==> src/design/swvm_pkg.sv <==
// Package for the square-wave voice mixer.
// Holds fixed-point constants and register map indexes; no dependencies.
package swvm_pkg;

  // Fixed-point one in Q.16 and the 0.8 gain as a Q0.16 factor
  localparam int unsigned FULL_ONE = 65536;
  localparam int unsigned SCALE_08 = 52429;

  // Register indexes (byte address = 4 * index)
  localparam logic REG_BYTES    = 1'b0;
  localparam logic REG_CHANNELS = 1'b1;

  // Reset values of the registers
  localparam logic [2:0] BYTES_RST    = 3'd2;
  localparam logic [3:0] CHANNELS_RST = 4'd2;

  // Input word modes
  localparam logic MODE_TRIGGER = 1'b0;
  localparam logic MODE_TICK    = 1'b1;

endpackage

==> src/design/square_wave_voice_mixer.sv <==
// Square-wave voice mixer, top level.
// Voice state lives in one synchronous RAM; uses swvm_pkg for constants.
//
// Usage:
//   Input channel (in_valid/in_ready) carries one word per item. Mode 0
//   (trigger) loads the first free voice with step, duration and level; it
//   is absorbed in its accept cycle and produces nothing. A zero duration or
//   a full voice table drops it. Mode 1 (tick) mixes one sample frame.
//   A tick walks the voice RAM one entry a cycle (read, then write back the
//   advanced phase and count), then goes through the DRAIN, MUL, SCALE and
//   NEG states for the last write-back, clamp and 0.8 gain, full-scale
//   scaling and negation. The frame leaves on the output channel
//   (out_valid/out_ready) one byte per word, channels in order, each sample
//   little-endian, out_frame_last on the final byte. A tick holds the block
//   through the RAM walk and the byte output, one byte per cycle while the
//   receiver accepts them.
//   in_ready is high only while the sequencer is idle; the last byte may
//   still sit in the output register while the next word is taken.
//   A stalled receiver simply holds the output register; the byte walk waits.
//   Reset clears all voice-active flags and restores the registers
//   (2 bytes per sample, 2 channels). No RAM clearing pass is needed since
//   only entries of active voices are summed or written back.
//   APB: register 0 (addr 0) bytes per sample, register 1 (addr 4) channels.
module square_wave_voice_mixer #(
  parameter int VOICES        = 8,
  parameter int PHASE_BITS    = 24,
  parameter int DURATION_BITS = 20
) (
  input  logic        clk,
  input  logic        rst_n,
  // input channel
  input  logic        in_valid,
  output logic        in_ready,
  input  logic        in_mode,
  input  logic [23:0] in_phase_step,
  input  logic [19:0] in_duration_samples,
  input  logic [15:0] in_voice_amplitude,
  // result channel
  output logic        out_valid,
  input  logic        out_ready,
  output logic [7:0]  out_byte,
  output logic        out_frame_last,
  // configuration port
  input  logic        psel,
  input  logic        penable,
  input  logic        pwrite,
  input  logic [2:0]  paddr,
  input  logic [31:0] pwdata,
  output logic [31:0] prdata,
  output logic        pready
);

  localparam int VIDX_W  = (VOICES > 1) ? $clog2(VOICES) : 1;
  localparam int ENTRY_W = 2 * PHASE_BITS + DURATION_BITS + 16;
  localparam int SUM_W   = 18 + $clog2(VOICES);

  localparam logic [2:0] ST_IDLE  = 3'd0;
  localparam logic [2:0] ST_WALK  = 3'd1;
  localparam logic [2:0] ST_DRAIN = 3'd2;
  localparam logic [2:0] ST_MUL   = 3'd3;
  localparam logic [2:0] ST_SCALE = 3'd4;
  localparam logic [2:0] ST_NEG   = 3'd5;
  localparam logic [2:0] ST_EMIT  = 3'd6;

  // Clamp rail as a signed value of the accumulator width
  localparam logic signed [SUM_W-1:0] FULL_S = SUM_W'(swvm_pkg::FULL_ONE);

  // ---------------------------------------------------------------------
  // Configuration registers
  // ---------------------------------------------------------------------
  logic [2:0] bytes_r;
  logic [3:0] chans_r;
  logic       cfg_wr;

  assign pready = 1'b1;
  assign cfg_wr = psel && penable && pwrite && pready;

  always_ff @(posedge clk) begin
    if (!rst_n) begin
      bytes_r <= swvm_pkg::BYTES_RST;
      chans_r <= swvm_pkg::CHANNELS_RST;
    end else if (cfg_wr) begin
      unique case (paddr[2])
        swvm_pkg::REG_BYTES:    bytes_r <= pwdata[2:0];
        swvm_pkg::REG_CHANNELS: chans_r <= pwdata[3:0];
        default: ;
      endcase
    end
  end

  always_comb begin
    unique case (paddr[2])
      swvm_pkg::REG_BYTES:    prdata = {29'd0, bytes_r};
      swvm_pkg::REG_CHANNELS: prdata = {28'd0, chans_r};
      default:                prdata = '0;
    endcase
  end

  // Effective sample width 1..4 and channel count 1..8
  logic [2:0] nb_eff;
  logic [3:0] nc_eff;

  always_comb begin
    if (bytes_r == 3'd0)      nb_eff = 3'd1;
    else if (bytes_r > 3'd4)  nb_eff = 3'd4;
    else                      nb_eff = bytes_r;
    if (chans_r == 4'd0)      nc_eff = 4'd1;
    else if (chans_r > 4'd8)  nc_eff = 4'd8;
    else                      nc_eff = chans_r;
  end

  // ---------------------------------------------------------------------
  // Sequencer state and input handshake
  // ---------------------------------------------------------------------
  logic [2:0] state_r;
  logic       in_fire;
  logic       trig_fire;
  logic       tick_fire;

  assign in_ready  = (state_r == ST_IDLE);
  assign in_fire   = in_valid && in_ready;
  assign trig_fire = in_fire && (in_mode == swvm_pkg::MODE_TRIGGER);
  assign tick_fire = in_fire && (in_mode == swvm_pkg::MODE_TICK);

  // Trigger fields narrowed or widened to the storage widths
  logic [PHASE_BITS-1:0]    trig_step;
  logic [DURATION_BITS-1:0] trig_dur;

  assign trig_step = PHASE_BITS'(in_phase_step);
  assign trig_dur  = DURATION_BITS'(in_duration_samples);

  // ---------------------------------------------------------------------
  // Voice active flags and first-free search
  // ---------------------------------------------------------------------
  logic [VOICES-1:0] active_r;
  logic              any_free;
  logic [VIDX_W-1:0] free_idx;

  always_comb begin
    any_free = 1'b0;
    free_idx = '0;
    for (int i = VOICES - 1; i >= 0; i--) begin
      if (!active_r[i]) begin
        any_free = 1'b1;
        free_idx = VIDX_W'(i);
      end
    end
  end

  logic trig_load;
  assign trig_load = trig_fire && (trig_dur != '0) && any_free;

  // ---------------------------------------------------------------------
  // Voice RAM: {phase, increment, remaining, level}
  // ---------------------------------------------------------------------
  logic [ENTRY_W-1:0] voice_mem [VOICES];
  logic [ENTRY_W-1:0] rdata_r;
  logic [VIDX_W-1:0]  idx_r;
  logic               wb_vld_r;
  logic [VIDX_W-1:0]  wb_idx_r;

  logic               mem_we;
  logic [VIDX_W-1:0]  mem_wa;
  logic [ENTRY_W-1:0] mem_wd;

  always_ff @(posedge clk) begin
    if (mem_we) begin
      voice_mem[mem_wa] <= mem_wd;
    end
    rdata_r <= voice_mem[idx_r];
  end

  // Write-back stage fields
  logic [PHASE_BITS-1:0]    rd_phase;
  logic [PHASE_BITS-1:0]    rd_inc;
  logic [DURATION_BITS-1:0] rd_rem;
  logic [15:0]              rd_lvl;
  logic [PHASE_BITS-1:0]    nx_phase;
  logic [DURATION_BITS-1:0] nx_rem;
  logic                     wb_act;

  assign {rd_phase, rd_inc, rd_rem, rd_lvl} = rdata_r;
  assign nx_phase = rd_phase + rd_inc;
  assign nx_rem   = rd_rem - DURATION_BITS'(1);
  assign wb_act   = wb_vld_r && active_r[wb_idx_r];

  // Trigger writes only while idle, write-back only during the walk and drain
  always_comb begin
    if (trig_load) begin
      mem_we = 1'b1;
      mem_wa = free_idx;
      mem_wd = {{PHASE_BITS{1'b0}}, trig_step, trig_dur, in_voice_amplitude};
    end else begin
      mem_we = wb_act;
      mem_wa = wb_idx_r;
      mem_wd = {nx_phase, rd_inc, nx_rem, rd_lvl};
    end
  end

  // ---------------------------------------------------------------------
  // Mix accumulator and scaling
  // ---------------------------------------------------------------------
  logic signed [SUM_W-1:0] sum_r;
  logic signed [SUM_W-1:0] lvl_s;
  logic [16:0]             mag;
  logic                    neg_r;
  logic [32:0]             p1_r;
  logic [31:0]             val_r;
  logic [5:0]              shamt;
  logic [63:0]             wide;

  assign lvl_s = SUM_W'($signed({1'b0, rd_lvl}));

  // Clamp to +/-1.0 and take the magnitude
  always_comb begin
    if (sum_r > FULL_S)
      mag = 17'(swvm_pkg::FULL_ONE);
    else if (sum_r < -FULL_S)
      mag = 17'(swvm_pkg::FULL_ONE);
    else if (sum_r < 0)
      mag = 17'(-sum_r);
    else
      mag = 17'(sum_r);
  end

  // p1 * (2^s - 1) as shift and subtract, s = 8*bytes - 1
  assign shamt = {nb_eff, 3'b000} - 6'd1;
  assign wide  = ({31'd0, p1_r} << shamt) - {31'd0, p1_r};

  // ---------------------------------------------------------------------
  // Output byte walk
  // ---------------------------------------------------------------------
  logic [1:0] byte_k_r;
  logic [2:0] chan_r;
  logic       out_valid_r;
  logic [7:0] out_byte_r;
  logic       out_last_r;
  logic       out_free;
  logic       emit_fire;
  logic       last_byte;
  logic       last_chan;

  assign out_free  = !out_valid_r || out_ready;
  assign emit_fire = (state_r == ST_EMIT) && out_free;
  assign last_byte = ({1'b0, byte_k_r} == nb_eff - 3'd1);
  assign last_chan = ({1'b0, chan_r} == nc_eff - 4'd1);

  assign out_valid      = out_valid_r;
  assign out_byte       = out_byte_r;
  assign out_frame_last = out_last_r;

  always_ff @(posedge clk) begin
    if (emit_fire) begin
      out_byte_r <= 8'(val_r >> {byte_k_r, 3'b000});
      out_last_r <= last_byte && last_chan;
    end
  end

  // ---------------------------------------------------------------------
  // Control
  // ---------------------------------------------------------------------
  always_ff @(posedge clk) begin
    if (!rst_n) begin
      state_r     <= ST_IDLE;
      active_r    <= '0;
      idx_r       <= '0;
      wb_vld_r    <= 1'b0;
      wb_idx_r    <= '0;
      sum_r       <= '0;
      byte_k_r    <= '0;
      chan_r      <= '0;
      out_valid_r <= 1'b0;
    end else begin
      wb_vld_r <= (state_r == ST_WALK);
      wb_idx_r <= idx_r;

      if (trig_load) begin
        active_r[free_idx] <= 1'b1;
      end
      if (wb_act) begin
        sum_r <= rd_phase[PHASE_BITS-1] ? sum_r + lvl_s : sum_r - lvl_s;
        if (nx_rem == '0) begin
          active_r[wb_idx_r] <= 1'b0;
        end
      end

      if (emit_fire) begin
        out_valid_r <= 1'b1;
      end else if (out_ready) begin
        out_valid_r <= 1'b0;
      end

      unique case (state_r)
        ST_IDLE: begin
          if (tick_fire) begin
            state_r <= ST_WALK;
            idx_r   <= '0;
            sum_r   <= '0;
          end
        end
        ST_WALK: begin
          if (idx_r == VIDX_W'(VOICES - 1)) begin
            state_r <= ST_DRAIN;
          end else begin
            idx_r <= idx_r + VIDX_W'(1);
          end
        end
        ST_DRAIN: state_r <= ST_MUL;
        ST_MUL:   state_r <= ST_SCALE;
        ST_SCALE: state_r <= ST_NEG;
        ST_NEG: begin
          state_r  <= ST_EMIT;
          byte_k_r <= '0;
          chan_r   <= '0;
        end
        ST_EMIT: begin
          if (emit_fire) begin
            if (last_byte) begin
              byte_k_r <= '0;
              if (last_chan) begin
                state_r <= ST_IDLE;
              end else begin
                chan_r <= chan_r + 3'd1;
              end
            end else begin
              byte_k_r <= byte_k_r + 2'd1;
            end
          end
        end
        default: state_r <= ST_IDLE;
      endcase
    end
  end

  // Scaling datapath registers
  always_ff @(posedge clk) begin
    unique case (state_r)
      ST_MUL: begin
        p1_r  <= 33'(mag) * 33'(swvm_pkg::SCALE_08);
        neg_r <= (sum_r < 0);
      end
      ST_SCALE: val_r <= wide[63:32];
      ST_NEG:   val_r <= neg_r ? (32'd0 - val_r) : val_r;
      default: ;
    endcase
  end

  // ---------------------------------------------------------------------
  // Assertions
  // ---------------------------------------------------------------------
  a_tick_starts_walk: assert property (@(posedge clk) disable iff (!rst_n)
    tick_fire |=> state_r == ST_WALK)
    else $error("tick accepted but walk not started");

  a_wb_in_walk: assert property (@(posedge clk) disable iff (!rst_n)
    wb_vld_r |-> (state_r == ST_WALK || state_r == ST_DRAIN))
    else $error("write-back outside of voice walk");

  a_trig_claims_slot: assert property (@(posedge clk) disable iff (!rst_n)
    trig_load |=> $countones(active_r) == $past($countones(active_r)) + 1)
    else $error("trigger did not claim exactly one voice");

  a_frame_end_idle: assert property (@(posedge clk) disable iff (!rst_n)
    emit_fire && last_byte && last_chan |=> state_r == ST_IDLE && out_frame_last)
    else $error("frame end not marked or sequencer not idle");

  a_no_ram_clash: assert property (@(posedge clk) disable iff (!rst_n)
    trig_load |-> !wb_vld_r)
    else $error("trigger write collides with voice write-back");

endmodule
==> config.mk <==
export PLATFORM = sky130hd
export DESIGN_NAME = square_wave_voice_mixer
export DESIGN_NICKNAME = d
export VERILOG_FILES = /design/src/design/swvm_pkg.sv /design/src/design/square_wave_voice_mixer.sv
export SDC_FILE = /design/constraint.sdc
export NUM_CORES = 2
export LEC_CHECK = 0
export BUFFER_PORTS_ARGS = -buffer_cell sky130_fd_sc_hd__buf_2
export CAP_MARGIN = 30
export CORE_MARGIN = 5
export CORE_UTILIZATION = 63
export CTS_CLUSTER_DIAMETER = 40
export DETAILED_ROUTE_END_ITERATION = 10
export HOLD_SLACK_MARGIN = 0.08
export PLACE_DENSITY = 0.81
export SLEW_MARGIN = 25
export SYNTH_ARGS = -nofsm -noshare
export SYNTH_HDL_FRONTEND = slang
export SYNTH_SLANG_ARGS = --single-unit
==> constraint.sdc <==
create_clock -name clk -period 9.8 [get_ports clk]
set_input_delay 1.47 -clock clk [delete_from_list [all_inputs] [get_ports clk]]
set_output_delay 1.47 -clock clk [all_outputs]
set_load 0.05 [all_outputs]
==> impl_metrics.csv <==
group,metric,value,unit
yosys,ys_ff_latch,883,
pwr,seqPwrFrac,45.8,%
sta,slew_viol_final,0,
clocking,cts_tree,"built",
yosys,synth_area,0.04491,sq mm
critical_path,critPathKind,"reg2reg",
sta,fin_ws,0.7713,ns
yosys,synth_top_area_cell,"edfxtp_1",
sta,worst_slew_pin_slew,0.9781,ns
critical_path,r2r_cells,28,
drt,firstDrtPassIters,8,
yosys,yosys.cell_count.top_type,"edfxtp_1",
global_routing,grt_max_degree,68,
flow_run,max-cap-violations,0,
placed_design,dp_slack,0.9491,ns
status,status,"completed",
floorplan,die_height,277,um
final_layout,fin_nets,3872,
clocking,insertion_delay,0.68,ns
final_layout,drive_gt1_share,17.22,%
yosys,synth_common_cells,"747 x edfxtp_1, 272 x nand2_1, 242 x inv_1",
yosys,ys_top_cells_by_area,"edfxtp_1 50%, mux4_2 9.0%, dfxtp_1 6.1%",
min_path,hold_class,"reg2reg",
final_layout,final_area,0.04988,sq mm
clocking,post_cts_buffers,0,
clocking,clock_sinks,883,
floorplan,ios,147,
pwr,clkPwrFrac,35.8,%
critical_path,r2r-start,"sum_r[0]",
placed_design,dp_hpwl,69470,um
final_layout,n_fill_cell,4613,
drt,ant_nets,0,
floorplan,die_w,277,um
drt,post_drt_wl_per_cell,24.08,um
clocking,post_cts_resized,0,
sta,grt_setup_unrepaired,"false",
global_routing,grt_pass1_wl,167600,um
sta,fin_crit_sh,92.13,%
yosys,synth_edf_count,747,
pwr,vdd.ir_drop.worst,0.2439,mV
global_routing,track_usage,27.84,%
critical_path,critPathLaunch,"sum_r[0]",
critical_path,crit_top_cell,"fa_1",
global_routing,antenna_found_initial,0,
critical_path,crit_end,"p1_r[31]",
floorplan,core,0.07112,sq mm
pwr,p_sw,0.002983,W
yosys,yosys_most_used_dff,"edfxtp_1",
yosys,synth_top_area_share,49.95,%
sta,finalSetupViolCount,0,
clocking,postCtsHoldBufs,0,
critical_path,r2r_slack,0.77,ns
sta,fmax,110.8,MHz
critical_path,crit_fanout,22,
drt,drc,0,
critical_path,cpPeakStageDelay,0.67,ns
yosys,syn-instance-count,3349,
clocking,cts_max_level,3,
critical_path,path_delay_family,"adder cells",
placed_design,io_buffers,87,
final_layout,num_antenna_cells,0,
sta,fin_crit,9.029,ns
drt,initialDrtViolationCount,3046,
clocking,ctsRootBufferMaster,"clkbuf_16",
critical_path,critPathRequiredTime,10.21,ns
drt,wirelength,108500,um
yosys,synth.avg_cell_area,13.41,sq um
yosys,async_reset_ff_share,0,%
critical_path,cp_num_cells,28,
sta,slew_headroom,34.80,%
final_layout,areaGrowthSynthToFinish,11.05,%
floorplan,rows,98,
clocking,cts_made_buffers,104,
global_routing,grt_overflow,0,
sta,finClkSkew,0.06489,ns
yosys,synth_cell_types,77,
critical_path,arrival,9.44,ns
drt,vias_per_cell,6.347,
placed_design,dp.cells,4307,
pwr,comb_power_share,18.3,%
sta,tns,0,ns
pwr,p_sw_share,28.32,%
final_layout,stdcell_count,4505,
clocking,clockBufferDepth,3,
critical_path,crit_path_end_kind,"flop",
clocking,clkTransAtPathRegs,0.06,ns
yosys,yosys_warnings,0,
critical_path,cp-start-kind,"flop",
drt,vias,28593,
global_routing,grt_pass1_vias,29280,
floorplan,fp.dieArea,0.07673,sq mm
pwr,p_leak,18.73,nW
sta,holdWs,0.4922,ns
placed_design,place.gp.congestion,0.9401,
critical_path,rr_endpoint,"p1_r[31]",
pwr,p_int,0.007549,W
sta,hold_viol_final,0,
yosys,ys_seq_area_share,56.01,%
floorplan,start_util,63.15,%
placed_design,placed_area,0.04638,sq mm
critical_path,cp_slowest_cell,"a2111oi_0",
pwr,powerDensity,211.2,mW/mm^2
critical_path,critPathBufInv,4,
==> cell usage in the layout (no fill, tap or decap), types with 12 or more instances in the layout <==
| cell | synthesis | final |
|---|---|---|
| xor2_1 | 72 | 72 |
| a21oi_1 | 149 | 148 |
| mux2i_1 | 16 | 16 |
| nand4_1 | 16 | 16 |
| o21ai_0 | 119 | 119 |
| ha_1 | 214 | 214 |
| and2_1 | 22 | 22 |
| edfxtp_1 | 747 | 747 |
| nand2_1 | 272 | 272 |
| o21a_1 | 17 | 17 |
| fa_1 | 90 | 90 |
| a211oi_1 | 20 | 20 |
| nor2b_1 | 37 | 37 |
| xnor2_1 | 88 | 88 |
| nand2b_1 | 21 | 21 |
| dfxtp_1 | 136 | 133 |
| nand3_1 | 47 | 47 |
| o31ai_1 | 16 | 15 |
| a21o_1 | 39 | 39 |
| nor3_1 | 69 | 69 |
| inv_1 | 242 | 242 |
| buf_4 | 32 | 41 |
| a31oi_1 | 32 | 32 |
| nor2_1 | 209 | 199 |
| nor4_1 | 24 | 24 |
| o211ai_1 | 12 | 12 |
| buf_2 | 8 | 88 |
| conb_1 | 2 | 29 |
| clkinv_2 | 0 | 12 |
| mux2_2 | 91 | 91 |
| mux4_2 | 180 | 180 |
| clkbuf_1 | 82 | 23 |
| clkbuf_16 | 0 | 104 |
| and3_1 | 23 | 23 |
| or3_1 | 22 | 22 |
==> worst min path at each step <==
stage	startpoint	end	slack, ns	depth (start not counted)
2_1_floorplan	sum_r[20]	neg_r	0.41	0
3_3_place_gp	out_valid	out_valid	0.48	2
3_5_place_dp	out_valid	out_valid	0.49	2
4_1_cts	out_valid	out_valid	0.50	2
5_1_grt	out_valid	out_valid	0.51	2
6_report	out_valid	out_valid	0.49	2
==> area by class of cell <==
| class | count | area, sq um | share of cell area, % |
|---|---|---|---|
| clock inverter | 64 | 699.4 | 1.402 |
| tap | 950 | 1189 | 2.383 |
| timing repair buffer | 133 | 822.0 | 1.648 |
| multi-input combinational | 2098 | 18320 | 36.74 |
| sequential | 883 | 25170 | 50.46 |
| clock buffer | 132 | 2758 | 5.529 |
| inverter | 245 | 919.6 | 1.844 |
==> routing by layer <==
metal  track usage (%)  up-vias  wire, um
met2             47.63     1362     54460
li1                  -    12663         -
met5                 0        -         0
met3             3.431      287      7057
met4             10.60        0      4355
met1             37.08    14281     42600
==> flip-flops by register name (all words and copies together), names as in the netlist, 4 cells and up <==
name	count
voice_mem	672
rdata_r	84
p1_r	33
val_r	32
sum_r	21
active_r	8
out_byte	8
chans_r	4
==> metrics by stage <==
stage	utilization, %	power [W]
floorplan	-	0.006226
global placement	65.16	0.006604
detailed placement	65.22	0.006753
CTS	70.08	0.01055
global route	70.13	0.01096
finish	70.13	0.01053
==> cell families (layout without fill, tap and decap cells) <==
kind of cell	after synthesis	after routing	synth area share [%]
flops	883	883	56.01
simple gates	818	818	8.664
compound gates	500	500	6.945
buf+inv	395	574	3.608
fa+ha+maj	304	304	9.974
mux	287	287	11.66
xor+xnor	160	160	3.120
other cells	2	29	0.01672
==> worst min-delay path: cells and delay by family (launching register included) <==
family           cells  cell delay (ns)
AO/OA/AOI/OAI        1             0.07
flip-flops           1             0.31
AND/OR/NAND/NOR      1             0.06
==> power groups by stage <==
stage	sequential, W	combinational (W)	clock [W]
3_3_place_gp	0.00488	0.00173	0
5_1_grt	0.00484	0.00212	0.00400
3_5_place_dp	0.00489	0.00186	0
2_1_floorplan	0.00482	0.00140	0
6_report	0.00483	0.00193	0.00377
4_1_cts	0.00482	0.00191	0.00382
No activity file was read; power rests on OpenSTA's default activity.
